<file path="config.mk">
export PLATFORM = sky130hd
export DESIGN_NAME = udp_flow_header_filter_top_flat
export DESIGN_NICKNAME = d
export VERILOG_FILES = /design/src/rtl/core/ufhf_pkg.sv /design/src/rtl/core/ufhf_in_if.sv /design/src/rtl/core/ufhf_out_if.sv /design/src/rtl/core/udp_flow_header_filter_top.sv /design/src/flat_wrapper.sv
export SDC_FILE = /design/constraint.sdc
export NUM_CORES = 1
export LEC_CHECK = 0
export BUFFER_PORTS_ARGS = -buffer_cell sky130_fd_sc_hd__clkbuf_2
export CORE_AREA = 2 2 209 211
export DETAILED_ROUTE_END_ITERATION = 10
export DIE_AREA = 0 0 211 213
export PLACE_DENSITY = 0.64
export SYNTH_ARGS = -nofsm -noshare
export SYNTH_HDL_FRONTEND = slang
export SYNTH_SLANG_ARGS = --single-unit
export TNS_END_PERCENT = 30
</file>
<file path="constraint.sdc">
create_clock -name clk_i -period 4.6 [get_ports clk_i]
set_input_delay 0.23 -clock clk_i [delete_from_list [all_inputs] [get_ports clk_i]]
set_output_delay 0.23 -clock clk_i [all_outputs]
set_load 0.05 [all_outputs]
</file>
<file path="src/rtl/core/ufhf_pkg.sv">
// Package for the UDP flow header filter: constants and register map
`timescale 1ns / 1ps

package ufhf_pkg;

  localparam int unsigned IDX_W = 15;
  localparam int unsigned OFS_W = 7;

  localparam logic [IDX_W-1:0] INDEX_MAX       = 15'h7fff;
  localparam logic [IDX_W-1:0] POS_ETYPE_HI    = 15'd12;
  localparam logic [IDX_W-1:0] POS_ETYPE_LO    = 15'd13;
  localparam logic [IDX_W-1:0] POS_IHL         = 15'd14;
  localparam logic [IDX_W-1:0] POS_PROTO       = 15'd23;
  localparam logic [IDX_W-1:0] POS_SRC_FIRST   = 15'd26;
  localparam logic [IDX_W-1:0] POS_SRC_LAST    = 15'd29;
  localparam logic [IDX_W-1:0] POS_DST_FIRST   = 15'd30;
  localparam logic [IDX_W-1:0] POS_DST_LAST    = 15'd33;
  localparam logic [IDX_W-1:0] POS_MIN_LAST    = 15'd41;   // 42-byte minimum frame

  localparam logic [OFS_W-1:0] ETH_HDR_BYTES   = 7'd14;
  localparam logic [OFS_W-1:0] UDP_HDR_BYTES   = 7'd8;
  localparam logic [7:0]       ETYPE_IPV4_HI   = 8'h08;
  localparam logic [7:0]       ETYPE_IPV4_LO   = 8'h00;
  localparam logic [7:0]       PROTO_UDP       = 8'd17;
  localparam logic [3:0]       IHL_MASK        = 4'hf;

  typedef enum logic [1:0] {
    REG_MATCH_PORT   = 2'd0,
    REG_GROUP_ADDR   = 2'd1,
    REG_SOURCE_ADDR  = 2'd2,
    REG_STAMP_ENABLE = 2'd3
  } cfg_reg_e;

endpackage

</file>
<file path="src/rtl/core/ufhf_in_if.sv">
// Stream interface carrying frame bytes into the filter
`timescale 1ns / 1ps

interface ufhf_in_if;
  logic        valid;
  logic        ready;
  logic [7:0]  frame_byte;
  logic        frame_end;
  logic        stamp_valid;
  logic [63:0] stamp_ns;

  modport source (output valid, frame_byte, frame_end, stamp_valid, stamp_ns, input ready);
  modport sink   (input valid, frame_byte, frame_end, stamp_valid, stamp_ns, output ready);
endinterface

</file>
<file path="src/rtl/core/ufhf_out_if.sv">
// Stream interface carrying per-frame verdicts out of the filter
`timescale 1ns / 1ps

interface ufhf_out_if;
  logic        valid;
  logic        ready;
  logic        accepted;
  logic [6:0]  payload_offset;
  logic [15:0] payload_length;
  logic        has_stamp;
  logic [63:0] stamp_out;

  modport source (output valid, accepted, payload_offset, payload_length, has_stamp,
                  stamp_out, input ready);
  modport sink   (input valid, accepted, payload_offset, payload_length, has_stamp,
                  stamp_out, output ready);
endinterface

</file>
<file path="src/rtl/core/udp_flow_header_filter_top.sv">
// The verdict is valid in the cycle after the transaction that carries frame end.
// Header state updates in the same cycle a byte is taken.
// 1 byte per cycle is taken while the verdict register is empty or being read.
// Reset (rst_ni low, async): config and valid cleared, frame state to start-of-frame.
// Frame state returns to start-of-frame after every frame end.
`timescale 1ns / 1ps

module udp_flow_header_filter_top
  import ufhf_pkg::*;
(
  input  logic              clk_i,
  input  logic              rst_ni,
  ufhf_in_if.sink           frame_i,
  ufhf_out_if.source        verdict_o,
  input  logic              psel,
  input  logic              penable,
  input  logic              pwrite,
  input  logic [3:0]        paddr,
  input  logic [31:0]       pwdata,
  output logic [31:0]       prdata,
  output logic              pready
);

  // configuration
  logic [15:0] match_port_q;
  logic [31:0] group_addr_q;
  logic [31:0] source_addr_q;
  logic        stamp_enable_q;
  cfg_reg_e    reg_sel;
  logic        cfg_wr;

  assign pready  = 1'b1;
  assign reg_sel = cfg_reg_e'(paddr[3:2]);
  assign cfg_wr  = psel & penable & pwrite;

  always_ff @(posedge clk_i or negedge rst_ni) begin
    if (!rst_ni) begin
      match_port_q   <= '0;
      group_addr_q   <= '0;
      source_addr_q  <= '0;
      stamp_enable_q <= 1'b0;
    end else if (cfg_wr) begin
      unique case (reg_sel)
        REG_MATCH_PORT:   match_port_q   <= pwdata[15:0];
        REG_GROUP_ADDR:   group_addr_q   <= pwdata;
        REG_SOURCE_ADDR:  source_addr_q  <= pwdata;
        REG_STAMP_ENABLE: stamp_enable_q <= pwdata[0];
        default: ;
      endcase
    end
  end

  always_comb begin
    unique case (reg_sel)
      REG_MATCH_PORT:   prdata = {16'd0, match_port_q};
      REG_GROUP_ADDR:   prdata = group_addr_q;
      REG_SOURCE_ADDR:  prdata = source_addr_q;
      REG_STAMP_ENABLE: prdata = {31'd0, stamp_enable_q};
      default:          prdata = '0;
    endcase
  end

  // frame state
  logic [IDX_W-1:0] byte_index_q, byte_index_d;
  logic [OFS_W-1:0] udp_start_q, udp_start_d;
  logic             headers_ok_q, headers_ok_d;
  logic [31:0]      src_addr_q, src_addr_d;
  logic [31:0]      dst_addr_q, dst_addr_d;
  logic [15:0]      dst_port_q, dst_port_d;
  logic [15:0]      udp_len_q, udp_len_d;

  logic             in_xfer;
  logic [7:0]       b;
  logic [IDX_W-1:0] pos;
  logic [IDX_W-1:0] udp_base;
  logic             frame_ok;
  logic             stamp_sel;

  assign in_xfer       = frame_i.valid & frame_i.ready;
  assign frame_i.ready = ~verdict_o.valid | verdict_o.ready;
  assign b             = frame_i.frame_byte;
  assign pos           = byte_index_q;
  assign udp_base      = {{(IDX_W-OFS_W){1'b0}}, udp_start_q};

  always_comb begin
    headers_ok_d = headers_ok_q;
    udp_start_d  = udp_start_q;
    src_addr_d   = src_addr_q;
    dst_addr_d   = dst_addr_q;
    dst_port_d   = dst_port_q;
    udp_len_d    = udp_len_q;

    if (pos == POS_ETYPE_HI && b != ETYPE_IPV4_HI) headers_ok_d = 1'b0;
    if (pos == POS_ETYPE_LO && b != ETYPE_IPV4_LO) headers_ok_d = 1'b0;
    if (pos == POS_PROTO    && b != PROTO_UDP)     headers_ok_d = 1'b0;
    if (pos == POS_IHL)
      udp_start_d = ETH_HDR_BYTES + {1'b0, b[3:0] & IHL_MASK, 2'b00};
    if (pos >= POS_SRC_FIRST && pos <= POS_SRC_LAST) src_addr_d = {src_addr_q[23:0], b};
    if (pos >= POS_DST_FIRST && pos <= POS_DST_LAST) dst_addr_d = {dst_addr_q[23:0], b};
    // udp_start is settled by now; with a small IHL the fields may overlap the IP header
    if (pos > POS_IHL) begin
      if (pos == udp_base + 15'd2 || pos == udp_base + 15'd3)
        dst_port_d = {dst_port_q[7:0], b};
      if (pos == udp_base + 15'd4 || pos == udp_base + 15'd5)
        udp_len_d = {udp_len_q[7:0], b};
    end

    byte_index_d = (pos < INDEX_MAX) ? pos + 15'd1 : pos;

    frame_ok = headers_ok_d
             && pos >= POS_MIN_LAST
             && pos >= {{(IDX_W-OFS_W){1'b0}}, udp_start_d} + 15'd7
             && dst_port_d == match_port_q
             && (group_addr_q == '0 || dst_addr_d == group_addr_q)
             && (source_addr_q == '0 || src_addr_d == source_addr_q)
             && udp_len_d >= {9'd0, UDP_HDR_BYTES};
    stamp_sel = frame_ok & stamp_enable_q & frame_i.stamp_valid;
  end

  always_ff @(posedge clk_i or negedge rst_ni) begin
    if (!rst_ni) begin
      byte_index_q <= '0;
      udp_start_q  <= '0;
      headers_ok_q <= 1'b1;
      src_addr_q   <= '0;
      dst_addr_q   <= '0;
      dst_port_q   <= '0;
      udp_len_q    <= '0;
    end else if (in_xfer) begin
      if (frame_i.frame_end) begin
        byte_index_q <= '0;
        udp_start_q  <= '0;
        headers_ok_q <= 1'b1;
        src_addr_q   <= '0;
        dst_addr_q   <= '0;
        dst_port_q   <= '0;
        udp_len_q    <= '0;
      end else begin
        byte_index_q <= byte_index_d;
        udp_start_q  <= udp_start_d;
        headers_ok_q <= headers_ok_d;
        src_addr_q   <= src_addr_d;
        dst_addr_q   <= dst_addr_d;
        dst_port_q   <= dst_port_d;
        udp_len_q    <= udp_len_d;
      end
    end
  end

  // verdict register
  logic        res_valid_q;
  logic        res_acc_q;
  logic [6:0]  res_ofs_q;
  logic [15:0] res_len_q;
  logic        res_has_q;
  logic [63:0] res_stamp_q;

  always_ff @(posedge clk_i or negedge rst_ni) begin
    if (!rst_ni) begin
      res_valid_q <= 1'b0;
    end else if (in_xfer && frame_i.frame_end) begin
      res_valid_q <= 1'b1;
    end else if (verdict_o.ready) begin
      res_valid_q <= 1'b0;
    end
  end

  always_ff @(posedge clk_i) begin
    if (in_xfer && frame_i.frame_end) begin
      res_acc_q   <= frame_ok;
      res_ofs_q   <= frame_ok ? udp_start_d + UDP_HDR_BYTES : '0;
      res_len_q   <= frame_ok ? udp_len_d - {9'd0, UDP_HDR_BYTES} : '0;
      res_has_q   <= stamp_sel;
      res_stamp_q <= stamp_sel ? frame_i.stamp_ns : '0;
    end
  end

  assign verdict_o.valid          = res_valid_q;
  assign verdict_o.accepted       = res_acc_q;
  assign verdict_o.payload_offset = res_ofs_q;
  assign verdict_o.payload_length = res_len_q;
  assign verdict_o.has_stamp      = res_has_q;
  assign verdict_o.stamp_out      = res_stamp_q;

endmodule

</file>
<file path="src/flat_wrapper.sv">
// flat-port wrapper written by rule: the top's interface ports become plain ports
module udp_flow_header_filter_top_flat import ufhf_pkg::*;
  (clk_i, rst_ni, psel, penable, pwrite, paddr, pwdata, prdata, pready, frame_i_valid, frame_i_frame_byte, frame_i_frame_end, frame_i_stamp_valid, frame_i_stamp_ns, frame_i_ready, verdict_o_valid, verdict_o_accepted, verdict_o_payload_offset, verdict_o_payload_length, verdict_o_has_stamp, verdict_o_stamp_out, verdict_o_ready);
  ufhf_in_if frame_i_i ();
  ufhf_out_if verdict_o_i ();
  input  logic clk_i;
  input  logic rst_ni;
  input  logic psel;
  input  logic penable;
  input  logic pwrite;
  input  logic [3:0] paddr;
  input  logic [31:0] pwdata;
  output logic [31:0] prdata;
  output logic pready;
  input wire logic [$bits(frame_i_i.valid)-1:0] frame_i_valid;
  input wire logic [$bits(frame_i_i.frame_byte)-1:0] frame_i_frame_byte;
  input wire logic [$bits(frame_i_i.frame_end)-1:0] frame_i_frame_end;
  input wire logic [$bits(frame_i_i.stamp_valid)-1:0] frame_i_stamp_valid;
  input wire logic [$bits(frame_i_i.stamp_ns)-1:0] frame_i_stamp_ns;
  output wire logic [$bits(frame_i_i.ready)-1:0] frame_i_ready;
  output wire logic [$bits(verdict_o_i.valid)-1:0] verdict_o_valid;
  output wire logic [$bits(verdict_o_i.accepted)-1:0] verdict_o_accepted;
  output wire logic [$bits(verdict_o_i.payload_offset)-1:0] verdict_o_payload_offset;
  output wire logic [$bits(verdict_o_i.payload_length)-1:0] verdict_o_payload_length;
  output wire logic [$bits(verdict_o_i.has_stamp)-1:0] verdict_o_has_stamp;
  output wire logic [$bits(verdict_o_i.stamp_out)-1:0] verdict_o_stamp_out;
  input wire logic [$bits(verdict_o_i.ready)-1:0] verdict_o_ready;
  assign frame_i_i.valid = frame_i_valid;
  assign frame_i_i.frame_byte = frame_i_frame_byte;
  assign frame_i_i.frame_end = frame_i_frame_end;
  assign frame_i_i.stamp_valid = frame_i_stamp_valid;
  assign frame_i_i.stamp_ns = frame_i_stamp_ns;
  assign frame_i_ready = frame_i_i.ready;
  assign verdict_o_valid = verdict_o_i.valid;
  assign verdict_o_accepted = verdict_o_i.accepted;
  assign verdict_o_payload_offset = verdict_o_i.payload_offset;
  assign verdict_o_payload_length = verdict_o_i.payload_length;
  assign verdict_o_has_stamp = verdict_o_i.has_stamp;
  assign verdict_o_stamp_out = verdict_o_i.stamp_out;
  assign verdict_o_i.ready = verdict_o_ready;
  udp_flow_header_filter_top u_core (.clk_i(clk_i), .rst_ni(rst_ni), .frame_i(frame_i_i), .verdict_o(verdict_o_i), .psel(psel), .penable(penable), .pwrite(pwrite), .paddr(paddr), .pwdata(pwdata), .prdata(prdata), .pready(pready));
endmodule
</file>
==> impl_summary.md <==
Drt
After detailed routing, the number of remaining DRC violations is 0. In the routed layout, each cell is associated on average with a via count of 6.034. The final route contains 14,890 vias. The count of nets left with antenna violations after detail routing is 0.

After the first detailed-routing iteration, the DRC count stood at 1,581. The first detailed-routing pass took 8 iterations. The wire length per cell is 23.47 µm.

The total detailed-routing wirelength is 57,920 µm.

STA
The portion of the clock cycle consumed by the worst path in the final layout is 0.9360. Setup repair after global routing left no endpoint under its margin. The setup TNS is 0 ns.

The worst clock skew is 0.02315 ns. The final count of pins violating max slew is 0. For the pin with the worst max-slew slack, the measured transition is 1.112 ns. For the finished layout, the period the worst path requires is 4.306 ns.

The headroom to the max-slew limit is 0.2571. The achievable clock frequency is 232.3 MHz. The number of endpoints failing setup at the final stage is 0. The hold violation count in the final report is 0.

GRT
The total overflow left after global routing is 0. The via count of the first global-routing pass is 14,370. The initial antenna violation count is 0. Entering global routing, the biggest net connects 107 pins. The first global-routing pass estimated 87,660 µm of wire. For this run, the total global-route usage over all layers was measured as 0.2557.

Worst setup path
Data on the critical path arrives at its endpoint at 4.58 ns. Counting both buffers and inverters, the worst setup path holds a total of 2. The longest individual stage delay on the worst path is 0.59 ns. The type of element capturing the critical path is a flop. The critical-path cell with the highest stage delay is or4_4.

The worst setup path is launched from a flop. The data required time of the critical path is 4.88 ns. The cell family contributing the most delay on the critical path is simple AND/OR/NAND/NOR gates.

Of all nets on the critical path, the largest fanout is 89. The path type of the worst setup path is flop to flop. The signal on the critical path passes through or2_2 > nor3_2 > nand2_1 > or4_4 > nand2_1 > ha_1 > ha_1 > nor2b_1 > o21ai_0 > nand2b_1 > a21oi_1 > nor2b_1 > o21ai_0 > a21oi_1 > nor4_1 > buf_4 > nor3_4 > buf_12 > and4_1.

Yosys
dfrtp_1 takes more of the synthesized area than any other cell. The most common cell in the synthesized netlist is dfrtp_1. In the synthesized netlist, the number of instances is 1,670. The number of enable flip-flop cells after synthesis is 89. The mean post-synth cell area is 10.12 µm². The most instantiated flip-flop cell in the synthesis netlist is dfrtp_1. The cell area that synthesis handed to floorplanning was 0.01690 mm².

The async set-or-reset flop fraction in the synthesized netlist is 0.6931. The count of cell types in the netlist is 86. The total nets after synthesis is 1,811. The number of synthesized register bits is 290. The Yosys step of the flow raised 0 warnings. By count the netlist is led by 200 x dfrtp_1, 128 x nand2_1, 103 x o21ai_0.

The share of the yosys chip area belonging to registers is 0.4557. The share of synthesized area in the top cell type comes to 0.2961. Sorting the synthesized cells by area gives the leading types as dfrtp_1 30%, edfxtp_1 16%, mux2_2 4.8%.

CTS
The clock buffer count from CTS is 35. In this run the post-CTS setup repair buffer count came out at 0. Clock-pin slew was measured on the worst setup and hold paths at 0.06 ns.

Counting every sink on the clock net gives 290. The H-tree was split into 2 levels. Clock tree synthesis selected as its root buffer the cell clkbuf_16. The TritonCTS clock tree is yes. At the later pin of the worst-skew pair, clock insertion delay measures 0.55 ns. The clock passes through at most 3 buffers.

Status
The flow ran to the end, and the final reports show no timing, DRC or antenna violations.

Power and ir drop
In this run the static leakage power is 8.469 nW. The peak supply drop is 0.0003508 V. Power spread over the standard cell area amounts to 446.8 mW/mm².

Finish
Registers take 0.007704 mm². The antenna diode instance count is 0. The number of inserted filler cells in the final layout is 3,954. The fraction of final layout cells with drive strength greater than 1 is 0.2320.

Summing all multi-input logic gate instances after layout gives 0.008413 mm². The number of non-filler instances in the completed layout is 2,468. The area growth from synthesis to layout is 19.44%. The net count of the finished layout is 2,038.

Die
The die is 213 µm tall. The die covers 0.04494 mm². For this configuration, the core starts out at a cell density of 0.3959.

The width of the die is 211 µm. The core area is 0.04270 mm². The row count is 76. The total I/O pin count is 241.

Place
At the end of routability-driven placement, the weighted congestion stood at 0.9514. Including well taps, the total number of placed cells is 2,371. The placed wire-length estimate is 41,190 µm. During placement, the flow inserted port buffers numbering 237.

Hold path
The class of the tightest hold or removal check is input pin to flop.

Run
Max-cap violations in this run came to 0.
## path summary, 6_finish.rpt
check | depth (start not counted) | start | slack (ns) | endpoint
max reg2reg | 19 | u_core.byte_index_q[5]$_DFFE_PN0P_ | 0.29 | u_core.verdict_o.stamp_out[15]$_SDFFCE_PN0P_
min | 2 | frame_i_stamp_ns[26] | 0.03 | u_core.verdict_o.stamp_out[26]$_SDFFCE_PN0P_
max in group asynchronous | 3 | rst_ni | 3.22 | u_core.udp_start_q[0]$_DFFE_PN0P_
min reg2reg | 2 | u_core.headers_ok_q$_DFFE_PN1P_ | 0.50 | u_core.headers_ok_q$_DFFE_PN1P_
min in group asynchronous | 2 | rst_ni | 0.30 | u_core.group_addr_q[30]$_DFFE_PN0P_
max | 19 | u_core.byte_index_q[5]$_DFFE_PN0P_ | 0.29 | u_core.verdict_o.stamp_out[15]$_SDFFCE_PN0P_
## per-layer routing
metal / wire length [µm] / share of wire / global-route usage
met2: 25980 / 0.45 / 0.4056
met1: 24890 / 0.43 / 0.3476
met5: 0 / 0 / 0
met3: 5103 / 0.088 / 0.05648
met4: 1942 / 0.034 / 0.08329
## metrics by stage
stage          area [µm²]  worst slack, ns  total power, W  utilization  hold slack (ns)
2_1_floorplan       16910           0.1254        0.005294            -         -0.06559
3_3_place_gp        18680           0.1519        0.006154       0.4375           0.3559
3_5_place_dp        18680          0.09464        0.006190       0.4375           0.3663
4_1_cts             20170           0.1014        0.009038       0.4725        0.0005171
5_1_grt             20190          0.01156        0.009436       0.4729          0.01072
6_report            20190           0.2945        0.009020       0.4729          0.03001
## sequential cells by signal, summed over array words and instances (netlist names)
register	count
u_core.byte_index_q	15
u_core.verdict_o.accepted	1
u_core.udp_len_q	16
u_core.headers_ok_q	1
u_core.dst_addr_q	32
u_core.src_addr_q	32
u_core.udp_start_q	7
u_core.verdict_o.payload_offset	7
u_core.verdict_o.payload_length	16
u_core.verdict_o.valid	1
u_core.stamp_enable_q	1
u_core.source_addr_q	32
u_core.verdict_o.has_stamp	1
u_core.match_port_q	16
u_core.dst_port_q	16
u_core.group_addr_q	32
u_core.verdict_o.stamp_out	64
## cell families (layout without fill, tap and decap cells)
| kind of cell | Yosys count | in the layout | share of synthesized area |
|---|---|---|---|
| buffers and inverters | 207 | 459 | 0.04944 |
| DFF | 290 | 290 | 0.4557 |
| xor gates and xnor gates | 139 | 139 | 0.07247 |
| other | 1 | 1 | 0.0002218 |
| and+or+nand+nor | 492 | 492 | 0.1683 |
| muxes | 99 | 99 | 0.06469 |
| AOI/OAI and AO/OA | 418 | 418 | 0.1714 |
| adders and majority gates | 24 | 24 | 0.01776 |
## worst register-to-register path, cell delays in order, from the launching register on
cell      delay (ns)
dfrtp_1         0.37
or2_2           0.33
nor3_2          0.16
nand2_1         0.14
or4_4           0.59
nand2_1         0.15
ha_1            0.24
ha_1            0.30
nor2b_1         0.14
o21ai_0         0.17
nand2b_1        0.08
a21oi_1         0.15
nor2b_1         0.06
o21ai_0         0.16
a21oi_1         0.09
nor4_1          0.23
buf_4           0.17
nor3_4          0.04
buf_12          0.24
and4_1          0.26
## placed cells by master, fill, tap and decap left out, types with 12 or more instances in the layout
| cell | synthesis | layout |
|---|---|---|
| dfrtp_1 | 200 | 200 |
| a21oi_1 | 43 | 43 |
| nor2b_1 | 15 | 14 |
| xnor2_1 | 80 | 80 |
| ha_1 | 24 | 24 |
| dlygate4sd3_1 | 0 | 35 |
| nand2b_1 | 24 | 24 |
| inv_1 | 74 | 73 |
| and2_1 | 11 | 12 |
| clkbuf_16 | 0 | 37 |
| xor2_1 | 58 | 58 |
| mux2i_1 | 26 | 26 |
| nor4_1 | 44 | 44 |
| mux2_2 | 72 | 72 |
| nor3_1 | 27 | 25 |
| and4_1 | 67 | 67 |
| a22oi_1 | 79 | 79 |
| buf_4 | 2 | 48 |
| nand3_1 | 23 | 23 |
| and3_1 | 15 | 15 |
| o21ai_0 | 103 | 103 |
| nand4_1 | 33 | 33 |
| nand2_1 | 128 | 127 |
| clkbuf_2 | 8 | 236 |
| nor2_1 | 52 | 50 |
| edfxtp_1 | 89 | 89 |
| a22o_1 | 33 | 33 |
| o22ai_1 | 65 | 65 |
## final cells by class
| cell class | count | area share |
|---|---|---|
| Timing Repair Buffer | 323 | 0.09735 |
| Clock inverter | 14 | 0.008800 |
| Inverter | 74 | 0.01388 |
| Clock buffer | 48 | 0.04790 |
| Tap cell | 546 | 0.03384 |
| Sequential cell | 290 | 0.3815 |
| Multi-Input combinational cell | 1173 | 0.4167 |
## power breakdown
part	switching (W)	leakage (nW)	total (W)	internal (W)
clock network	0.00109	0.557	0.00279	0.00170
registers	0.000846	3.44	0.00393	0.00309
logic	0.00131	4.47	0.00230	0.000994
total	0.00324	8.47	0.00902	0.00578
## timing repair
action	in CTS	in global routing
hold endpoints to repair	176	0
resized for setup	0	5
setup endpoints to repair	0	89
hold buffers	35	0
Note: power is estimated with default switching activity, not from simulation.
